### src/hdl/cd_toc_disc_id_core_defines.svh
// Assertion macros shared by the disc id block.
`ifndef CD_TOC_DISC_ID_CORE_DEFINES_SVH
`define CD_TOC_DISC_ID_CORE_DEFINES_SVH

`ifndef SYNTH

// The consequent must hold in the same cycle as the antecedent.
`define CDID_ASSERT_NOW(lbl, clk, rst, ante, cons) \
   lbl: assert property (@(posedge clk) disable iff (rst) (ante) |-> (cons)) \
      else $error("assertion failed");

// The consequent must hold in the cycle after the antecedent.
`define CDID_ASSERT_NEXT(lbl, clk, rst, ante, cons) \
   lbl: assert property (@(posedge clk) disable iff (rst) (ante) |=> (cons)) \
      else $error("assertion failed");

`else

`define CDID_ASSERT_NOW(lbl, clk, rst, ante, cons)
`define CDID_ASSERT_NEXT(lbl, clk, rst, ante, cons)

`endif

`endif

### src/hdl/cdid_pkg.sv
`timescale 1ns / 1ps
`default_nettype none

package cdid_pkg;

   localparam int FRAME_W = 24;
   localparam int SECS_W = 18;
   localparam int ID_W = 32;
   localparam int COUNT_W = 8;
   localparam int DSUM_TOTAL_W = 13;
   localparam int REM_W = 7;
   localparam int BCD_DIGITS = 6;
   localparam int DSUM_W = 6;
   localparam int MOD_W = 8;

   localparam int DEF_MAX_TRACKS = 99;

   localparam logic [FRAME_W-1:0] FRAME_BIAS = 24'd150;
   localparam logic [REM_W-1:0] FRAMES_PER_SEC = 7'd75;
   localparam logic [MOD_W:0] ID_MODULUS = 9'd255;

   typedef struct packed {
      logic [FRAME_W-1:0] start_block;
      logic               is_leadout;
   } req_type;

   typedef struct packed {
      logic [FRAME_W-1:0] frame_offset;
      logic [ID_W-1:0]    disc_id;
      logic [SECS_W-1:0]  leadout_secs;
      logic               id_valid;
   } rsp_type;

   // One quotient bit from the divider, most significant first.
   typedef struct packed {
      logic valid;
      logic q_bit;
      logic first;
      logic last;
   } qbit_type;

endpackage

`default_nettype wire

### src/hdl/cdid_div75.sv
`timescale 1ns / 1ps
`default_nettype none

module cdid_div75 (
   input  logic                          clock,
   input  logic                          reset,
   input  logic                          start,
   input  logic [cdid_pkg::FRAME_W-1:0]  dividend,
   output cdid_pkg::qbit_type            qbit,
   output logic [cdid_pkg::SECS_W-1:0]   quotient
);
   import cdid_pkg::*;

   localparam int CNT_W = $clog2(FRAME_W);

   logic               busy_ff, busy_in;
   logic [CNT_W-1:0]   cnt_ff, cnt_in;
   logic [FRAME_W-1:0] num_ff, num_in;
   logic [REM_W-1:0]   rem_ff, rem_in;
   logic [SECS_W-1:0]  quo_ff, quo_in;
   logic [REM_W:0]     trial;
   logic [REM_W:0]     diff;
   logic               ge;
   logic               last;

   assign trial = {rem_ff, num_ff[FRAME_W-1]};
   assign diff  = trial - {1'b0, FRAMES_PER_SEC};
   assign ge    = trial >= {1'b0, FRAMES_PER_SEC};
   assign last  = cnt_ff == CNT_W'(FRAME_W - 1);

   always_comb begin
      busy_in = busy_ff;
      cnt_in  = cnt_ff;
      num_in  = num_ff;
      rem_in  = rem_ff;
      quo_in  = quo_ff;
      if (start) begin
         busy_in = 1'b1;
         cnt_in  = '0;
         num_in  = dividend;
         rem_in  = '0;
      end else if (busy_ff) begin
         rem_in = ge ? diff[REM_W-1:0] : trial[REM_W-1:0];
         num_in = {num_ff[FRAME_W-2:0], 1'b0};
         quo_in = {quo_ff[SECS_W-2:0], ge};
         cnt_in = cnt_ff + CNT_W'(1);
         if (last) begin
            busy_in = 1'b0;
         end
      end
   end

   always_ff @(posedge clock) begin
      if (reset) begin
         busy_ff <= 1'b0;
         cnt_ff  <= '0;
      end else begin
         busy_ff <= busy_in;
         cnt_ff  <= cnt_in;
      end
      num_ff <= num_in;
      rem_ff <= rem_in;
      quo_ff <= quo_in;
   end

   assign qbit.valid = busy_ff;
   assign qbit.q_bit = ge;
   assign qbit.first = cnt_ff == '0;
   assign qbit.last  = last;
   assign quotient   = quo_ff;

endmodule

`default_nettype wire

### src/hdl/cdid_digit_sum.sv
`timescale 1ns / 1ps
`default_nettype none

module cdid_digit_sum (
   input  logic                          clock,
   input  logic                          reset,
   input  cdid_pkg::qbit_type            qbit,
   output logic                          done,
   output logic [cdid_pkg::DSUM_W-1:0]   digit_sum
);
   import cdid_pkg::*;

   localparam int BCD_W = 4 * BCD_DIGITS;
   localparam int CNT_W = $clog2(BCD_DIGITS);

   logic [BCD_W-1:0]  bcd_ff, bcd_in;
   logic [BCD_W-1:0]  adj;
   logic [DSUM_W-1:0] acc_ff, acc_in;
   logic [CNT_W-1:0]  cnt_ff, cnt_in;
   logic              summing_ff, summing_in;
   logic              done_ff, done_in;

   always_comb begin
      logic [3:0] dig;
      for (int i = 0; i < BCD_DIGITS; i++) begin
         dig = bcd_ff[4*i +: 4];
         adj[4*i +: 4] = (dig >= 4'd5) ? dig + 4'd3 : dig;
      end
   end

   always_comb begin
      bcd_in     = bcd_ff;
      acc_in     = acc_ff;
      cnt_in     = cnt_ff;
      summing_in = summing_ff;
      done_in    = 1'b0;
      if (qbit.valid) begin
         if (qbit.first) begin
            bcd_in = {{(BCD_W-1){1'b0}}, qbit.q_bit};
         end else begin
            bcd_in = {adj[BCD_W-2:0], qbit.q_bit};
         end
         if (qbit.last) begin
            summing_in = 1'b1;
            cnt_in     = '0;
            acc_in     = '0;
         end
      end else if (summing_ff) begin
         acc_in = acc_ff + DSUM_W'(bcd_ff[BCD_W-1 -: 4]);
         bcd_in = {bcd_ff[BCD_W-5:0], 4'b0000};
         cnt_in = cnt_ff + CNT_W'(1);
         if (cnt_ff == CNT_W'(BCD_DIGITS - 1)) begin
            summing_in = 1'b0;
            done_in    = 1'b1;
         end
      end
   end

   always_ff @(posedge clock) begin
      if (reset) begin
         summing_ff <= 1'b0;
         done_ff    <= 1'b0;
         cnt_ff     <= '0;
      end else begin
         summing_ff <= summing_in;
         done_ff    <= done_in;
         cnt_ff     <= cnt_in;
      end
      bcd_ff <= bcd_in;
      acc_ff <= acc_in;
   end

   assign done      = done_ff;
   assign digit_sum = acc_ff;

endmodule

`default_nettype wire

### src/hdl/cd_toc_disc_id_core.sv
// Disc id core: takes table-of-contents entries on the req_ channel, one track
// start address per transfer, closed by a transfer with is_leadout set. Each
// entry gives one transfer on the rsp_ channel with its frame offset; the
// lead-out transfer also carries the disc id and the total seconds, after which
// the running state is cleared for the next table.
// Each entry is worked in series: a bit-serial divider by 75 produces the start
// second one quotient bit per cycle, a shift-add-3 converter takes those bits into
// decimal as they arrive, and the six digits are then summed one per cycle. The
// result is registered once the sum is done, and req_ready returns in the same
// cycle, so a new entry is taken only after the last one is through.
// A finished result waits in the output register while the next entry is taken.
// If the receiver stalls, a completed entry is held until the output register
// frees, and req_ready stays low meanwhile.
// Reset clears the digit sum total, first track second, track count and all
// handshake state; no result is pending after reset.
`timescale 1ns / 1ps
`default_nettype none
`include "cd_toc_disc_id_core_defines.svh"

module cd_toc_disc_id_core #(
   parameter int MAX_TRACKS = cdid_pkg::DEF_MAX_TRACKS
) (
   input  logic              clock,
   input  logic              reset,
   input  logic              req_valid,
   output logic              req_ready,
   input  cdid_pkg::req_type req_data,
   output logic              rsp_valid,
   input  logic              rsp_ready,
   output cdid_pkg::rsp_type rsp_data
);
   import cdid_pkg::*;

   typedef enum logic [2:0] {
      ST_IDLE = 3'b001,
      ST_CALC = 3'b010,
      ST_HOLD = 3'b100
   } state_type;

   state_type               state_ff, state_in;
   logic [FRAME_W-1:0]      frame_ff, frame_in;
   logic                    lead_ff, lead_in;
   logic [DSUM_TOTAL_W-1:0] dsum_ff, dsum_in;
   logic [SECS_W-1:0]       first_ff, first_in;
   logic [COUNT_W-1:0]      count_ff, count_in;
   logic                    rsp_valid_ff, rsp_valid_in;
   rsp_type                 rsp_ff, rsp_in;

   logic                    accept;
   logic                    slot_free;
   logic                    load_rsp;
   qbit_type                qbit;
   logic [SECS_W-1:0]       secs;
   logic                    sum_done;
   logic [DSUM_W-1:0]       digit_sum;
   logic [FRAME_W-1:0]      frame_next;
   logic [SECS_W-1:0]       first_sel;
   logic [ID_W-1:0]         play;
   logic [MOD_W:0]          fold;
   logic [MOD_W:0]          fold_sub;
   logic [MOD_W-1:0]        dsum_mod;
   logic [ID_W-1:0]         disc_id;
   logic                    track_ok;

   assign req_ready  = state_ff == ST_IDLE;
   assign accept     = req_valid && req_ready;
   assign slot_free  = !rsp_valid_ff || rsp_ready;
   assign frame_next = req_data.start_block + FRAME_BIAS;

   cdid_div75 u_div (
      .clock    (clock),
      .reset    (reset),
      .start    (accept),
      .dividend (frame_next),
      .qbit     (qbit),
      .quotient (secs)
   );

   cdid_digit_sum u_dsum (
      .clock     (clock),
      .reset     (reset),
      .qbit      (qbit),
      .done      (sum_done),
      .digit_sum (digit_sum)
   );

   always_comb begin
      state_in = state_ff;
      load_rsp = 1'b0;
      unique case (state_ff)
         ST_IDLE: begin
            if (accept) begin
               state_in = ST_CALC;
            end
         end
         ST_CALC: begin
            if (sum_done) begin
               if (slot_free) begin
                  load_rsp = 1'b1;
                  state_in = ST_IDLE;
               end else begin
                  state_in = ST_HOLD;
               end
            end
         end
         ST_HOLD: begin
            if (slot_free) begin
               load_rsp = 1'b1;
               state_in = ST_IDLE;
            end
         end
         default: begin
            state_in = ST_IDLE;
         end
      endcase
   end

   // The digit sum total is reduced mod 255 by folding the high bits onto the low byte.
   assign fold      = {{(MOD_W + 1 - (DSUM_TOTAL_W - MOD_W)){1'b0}}, dsum_ff[DSUM_TOTAL_W-1:MOD_W]}
                    + {1'b0, dsum_ff[MOD_W-1:0]};
   assign fold_sub  = fold - ID_MODULUS;
   assign dsum_mod  = (fold >= ID_MODULUS) ? fold_sub[MOD_W-1:0] : fold[MOD_W-1:0];

   assign first_sel = (count_ff == '0) ? secs : first_ff;
   assign play      = {{(ID_W-SECS_W){1'b0}}, secs} - {{(ID_W-SECS_W){1'b0}}, first_sel};
   assign disc_id   = {dsum_mod, {(ID_W-MOD_W){1'b0}}}
                    | {play[ID_W-COUNT_W-1:0], {COUNT_W{1'b0}}}
                    | {{(ID_W-COUNT_W){1'b0}}, count_ff};
   assign track_ok  = count_ff < COUNT_W'(MAX_TRACKS);

   always_comb begin
      frame_in     = frame_ff;
      lead_in      = lead_ff;
      dsum_in      = dsum_ff;
      first_in     = first_ff;
      count_in     = count_ff;
      rsp_in       = rsp_ff;
      rsp_valid_in = rsp_valid_ff;
      if (accept) begin
         frame_in = frame_next;
         lead_in  = req_data.is_leadout;
      end
      if (rsp_valid_ff && rsp_ready) begin
         rsp_valid_in = 1'b0;
      end
      if (load_rsp) begin
         rsp_valid_in        = 1'b1;
         rsp_in.frame_offset = frame_ff;
         if (lead_ff) begin
            rsp_in.disc_id       = disc_id;
            rsp_in.leadout_secs  = secs;
            rsp_in.id_valid      = 1'b1;
            dsum_in              = '0;
            first_in             = '0;
            count_in             = '0;
         end else begin
            rsp_in.disc_id       = '0;
            rsp_in.leadout_secs  = '0;
            rsp_in.id_valid      = 1'b0;
            if (track_ok) begin
               if (count_ff == '0) begin
                  first_in = secs;
               end
               dsum_in  = dsum_ff + DSUM_TOTAL_W'(digit_sum);
               count_in = count_ff + COUNT_W'(1);
            end
         end
      end
   end

   always_ff @(posedge clock) begin
      if (reset) begin
         state_ff     <= ST_IDLE;
         dsum_ff      <= '0;
         first_ff     <= '0;
         count_ff     <= '0;
         rsp_valid_ff <= 1'b0;
      end else begin
         state_ff     <= state_in;
         dsum_ff      <= dsum_in;
         first_ff     <= first_in;
         count_ff     <= count_in;
         rsp_valid_ff <= rsp_valid_in;
      end
      frame_ff <= frame_in;
      lead_ff  <= lead_in;
      rsp_ff   <= rsp_in;
   end

   assign rsp_valid = rsp_valid_ff;
   assign rsp_data  = rsp_ff;

   `CDID_ASSERT_NEXT(a_accept_starts_calc, clock, reset, accept, state_ff == ST_CALC)
   `CDID_ASSERT_NOW(a_done_only_in_calc, clock, reset, sum_done, state_ff == ST_CALC)
   `CDID_ASSERT_NEXT(a_leadout_clears, clock, reset, load_rsp && lead_ff, count_ff == '0 && dsum_ff == '0)
   `CDID_ASSERT_NOW(a_count_bounded, clock, reset, 1'b1, count_ff <= COUNT_W'(MAX_TRACKS))

endmodule

`default_nettype wire

### config.mk
export PLATFORM = sky130hd
export DESIGN_NAME = cd_toc_disc_id_core
export DESIGN_NICKNAME = d
export VERILOG_FILES = /design/src/hdl/cdid_pkg.sv /design/src/hdl/cdid_div75.sv /design/src/hdl/cdid_digit_sum.sv /design/src/hdl/cd_toc_disc_id_core.sv
export VERILOG_INCLUDE_DIRS = /design/src /design/src/hdl
export SDC_FILE = /design/constraint.sdc
export NUM_CORES = 1
export LEC_CHECK = 0
export BUFFER_PORTS_ARGS = -buffer_cell sky130_fd_sc_hd__buf_4
export CAP_MARGIN = 5
export CORE_ASPECT_RATIO = 1.25
export CORE_MARGIN = 2
export CORE_UTILIZATION = 45
export CTS_CLUSTER_DIAMETER = 100
export CTS_CLUSTER_SIZE = 24
export DETAILED_ROUTE_END_ITERATION = 7
export GPL_TIMING_DRIVEN = 0
export PLACE_DENSITY_LB_ADDON = 0.12
export SETUP_SLACK_MARGIN = 0.02
export SYNTH_ARGS = -nofsm -noshare
export SYNTH_HDL_FRONTEND = slang
export SYNTH_SLANG_ARGS = --single-unit
### constraint.sdc
create_clock -name clock -period 11.9 [get_ports clock]
set_input_delay 0.595 -clock clock [delete_from_list [all_inputs] [get_ports clock]]
set_output_delay 0.595 -clock clock [all_outputs]
set_load 0.1 [all_outputs]
==> results_dict.tcl <==
set metrics [dict create \
    status "completed" \
    drtPass1Iterations 4 \
    drv_slew 0 \
    grt_pass1_wl_mm 36.8 \
    crit_fanout 10 \
    avgSynthCellArea_um2 11.5 \
    overflow 0 \
    nets 1196 \
    ys_types 65 \
    crit_chain "inv_1 -> ha_1 -> nor4b_1 -> nand2_1 -> buf_2 -> o21ai_0 -> ha_1 -> inv_1 -> fa_1 -> a21oi_1 -> o22ai_1 -> a31oi_2 -> nor3b_1 -> or3_4 -> a31oi_4 -> o31a_1" \
    slew_headroom_pct 17.9 \
    drc 0 \
    leakage_nw 4.95 \
    nFillCells 2217 \
    ant_nets 0 \
    post-cts-setup-buffer-count 0 \
    drive_above_1_share_pct 14.7 \
    clk_latency_ns 0.49 \
    crit_path_end_kind "register" \
    cts_root_buffer "clkbuf_16" \
    ys_warn_count 0 \
    ys_ff_latch 233 \
    rows 64 \
    wl_per_cell_um 15.6 \
    setup-violations-final 0 \
    irDropWorstVdd_mv 0.111 \
    cp.buffers_inverters 3 \
    ys_seq_area_share_pct 56.5 \
    cts-resized-gates 0 \
    utilization_pct 52.9 \
    top_layer "met4" \
    syn-cell-area_mm2 0.0113 \
    regArea_mm2 0.00639 \
    synth_edf_count 172 \
    drt_iter0_drc 290 \
    fmax_mhz 221 \
    area_delta_synth_final_pct 15.2 \
    initial_utilization_pct 45.9 \
    critPathSlowestCell "nand2_1" \
    place.gp.congestion 0.778 \
    placed_cell_area_mm2 0.0126 \
    numCtsBuffers 13 \
    drv_cap 0 \
    tightest_slew_ns 1.23 \
    die_w_um 146 \
    wirelength_met1_mm 10.0 \
    finClkSkew_ns 0.0183 \
    dieArea_mm2 0.0264 \
    vias 7458 \
    first_global_vias 7278 \
    fp.coreArea_mm2 0.0246 \
    tns_ns 0 \
    path_clk_slew_ns 0.10 \
    power_density_mw_per_mm2 125 \
    finalHoldViolCount 0 \
    synth_fp_nets 1071 \
    viasPerCell 5.16 \
    min_period_ns 4.52 \
    met3_length_um 894 \
    synthFlopType "edfxtp_1" \
    hold_buffers 0 \
    cp.required_ns 12.25 \
    multi_input_area_mm2 0.00462 \
    dieHeight_um 181 \
    max_stage_delay_ns 0.42 \
    crit_family "compound AO/OA/AOI/OAI gates" \
    synthCells 984 \
    h-tree-depth 1 \
    final.period_utilization_pct 38.0 \
    rsz0062_at_grt "no" \
    critPathArrivalTime_ns 4.87 \
    dpl.hpwl_mm 16.4 \
    cts_sinks 233 \
    diodes 0 \
    cts_tree "built" \
    path_class "register to register" \
    ys_async_sr_fraction_pct 0 \
    antenna_found_initial 0 \
    hp-class "primary input to register" \
    grt_max_degree 35 \
    numPortBuffers 105 \
    startpoint_type "register" \
    clockBufferDepth 3 \
    totalWireLength_mm 22.5 \
    fin_area_mm2 0.0130 \
    num_io_pins 106 \
    dr_wl_met2_mm 11.3 \
    grt_use_total_pct 17.0 \
]
==> layout by cell type, fill, tap and decap left out, drive strengths merged, types with 15 or more instances in the layout <==
cell type and n:
o21ai 26, a21oi 73, mux2 15, clkbuf 43, ha 54, dfxtp 61, and2 41, buf 118
o22ai 16, mux2i 22, nand2 63, nor3 22, nand3 16, a21o 18, inv 49, nor2 97
xnor2 50, xor2 24, edfxtp 172
==> flip-flops by register name, indices dropped and copies added (netlist names), 3 cells and up <==
name / count
u_div.num_ff: 24
u_dsum.bcd_ff: 24
state_ff: 3
u_div.cnt_ff: 5
frame_ff: 24
u_div.rem_ff: 7
u_dsum.cnt_ff: 3
rsp_data: 75
u_dsum.digit_sum: 6
count_ff: 8
u_div.quotient: 18
first_ff: 18
dsum_ff: 13
==> stage by stage <==
stage / std cells / hold slack, ns / total power (W) / setup slack (ns)
2_1_floorplan: 984 / 0.400 / 0.00112 / 6.25
3_3_place_gp: 1419 / 0.401 / 0.00117 / 4.14
3_5_place_dp: 1424 / 0.405 / 0.00118 / 7.35
4_1_cts: 1446 / 0.268 / 0.00165 / 7.30
5_1_grt: 1446 / 0.264 / 0.00171 / 6.83
6_report: 1446 / 0.290 / 0.00163 / 7.38
==> synthesized netlist by cell type (5+ instances only) <==
library cell,number,share of area (%)
a211oi_1,10,0.66
a21o_1,18,1.2
a21oi_1,73,3.2
a22oi_1,5,0.33
a31oi_1,6,0.33
and2_1,41,2.3
and3_1,6,0.33
clkbuf_1,23,0.76
dfxtp_1,61,11
edfxtp_1,172,46
ha_1,54,6.0
inv_1,46,1.5
mux2_2,15,1.5
mux2i_1,22,1.9
nand2_1,62,2.1
nand2b_1,12,0.66
nand3_1,16,0.71
nand4_1,7,0.39
nor2_1,96,3.2
nor2b_1,8,0.44
nor3_1,22,0.97
nor3b_1,5,0.33
o21a_1,13,0.86
o21ai_0,23,1.0
o22ai_1,16,0.89
o31a_1,5,0.39
o31ai_1,6,0.40
xnor2_1,50,3.9
xor2_1,24,1.9
==> cell type report <==
cell class / instances / share of cell area (%)
sequential: 233 / 49.1
inverter: 47 / 1.36
buffer: 31 / 0.991
tap: 330 / 3.17
clock inverter: 2 / 0.135
multi-input combinational: 673 / 35.6
clock buffer: 20 / 2.70
timing repair buffer: 110 / 6.99
==> routing by layer <==
layer	up-vias	track usage (%)
met3	22	2.63
met1	3521	21.5
met4	0	4.51
met5	-	0
li1	3794	-
met2	121	30.4
==> path summary, 6_finish.rpt <==
kind	depth (start not counted)	endpoint	startpoint	slack, ns
hold reg to reg	0	rsp_data[61]	frame_ff[10]	0.43
setup reg to reg	16	rsp_data[46]	count_ff[0]	7.38
hold / removal	1	frame_ff[0]	req_data[1]	0.29
setup / recovery	16	rsp_data[46]	count_ff[0]	7.38
==> power by group <==
| group | switching, W | internal [W] |
|---|---|---|
| Clock | 0.000261 | 0.000210 |
| Sequential | 0.0000222 | 0.000923 |
| Combinational | 0.000123 | 0.0000879 |
| Total | 0.000407 | 0.00122 |
==> logic make-up after synthesis <==
kind of cell / Yosys count / synth area share (%)
adder cells (fa/ha/maj): 58 / 6.69
AND/OR/NAND/NOR: 301 / 13.2
flip-flops: 233 / 56.5
XOR/XNOR: 74 / 5.74
multiplexers: 37 / 3.44
buffers and inverters: 78 / 2.69
AO/OA/AOI/OAI: 203 / 11.7
Note: power is estimated with default switching activity, not from simulation.
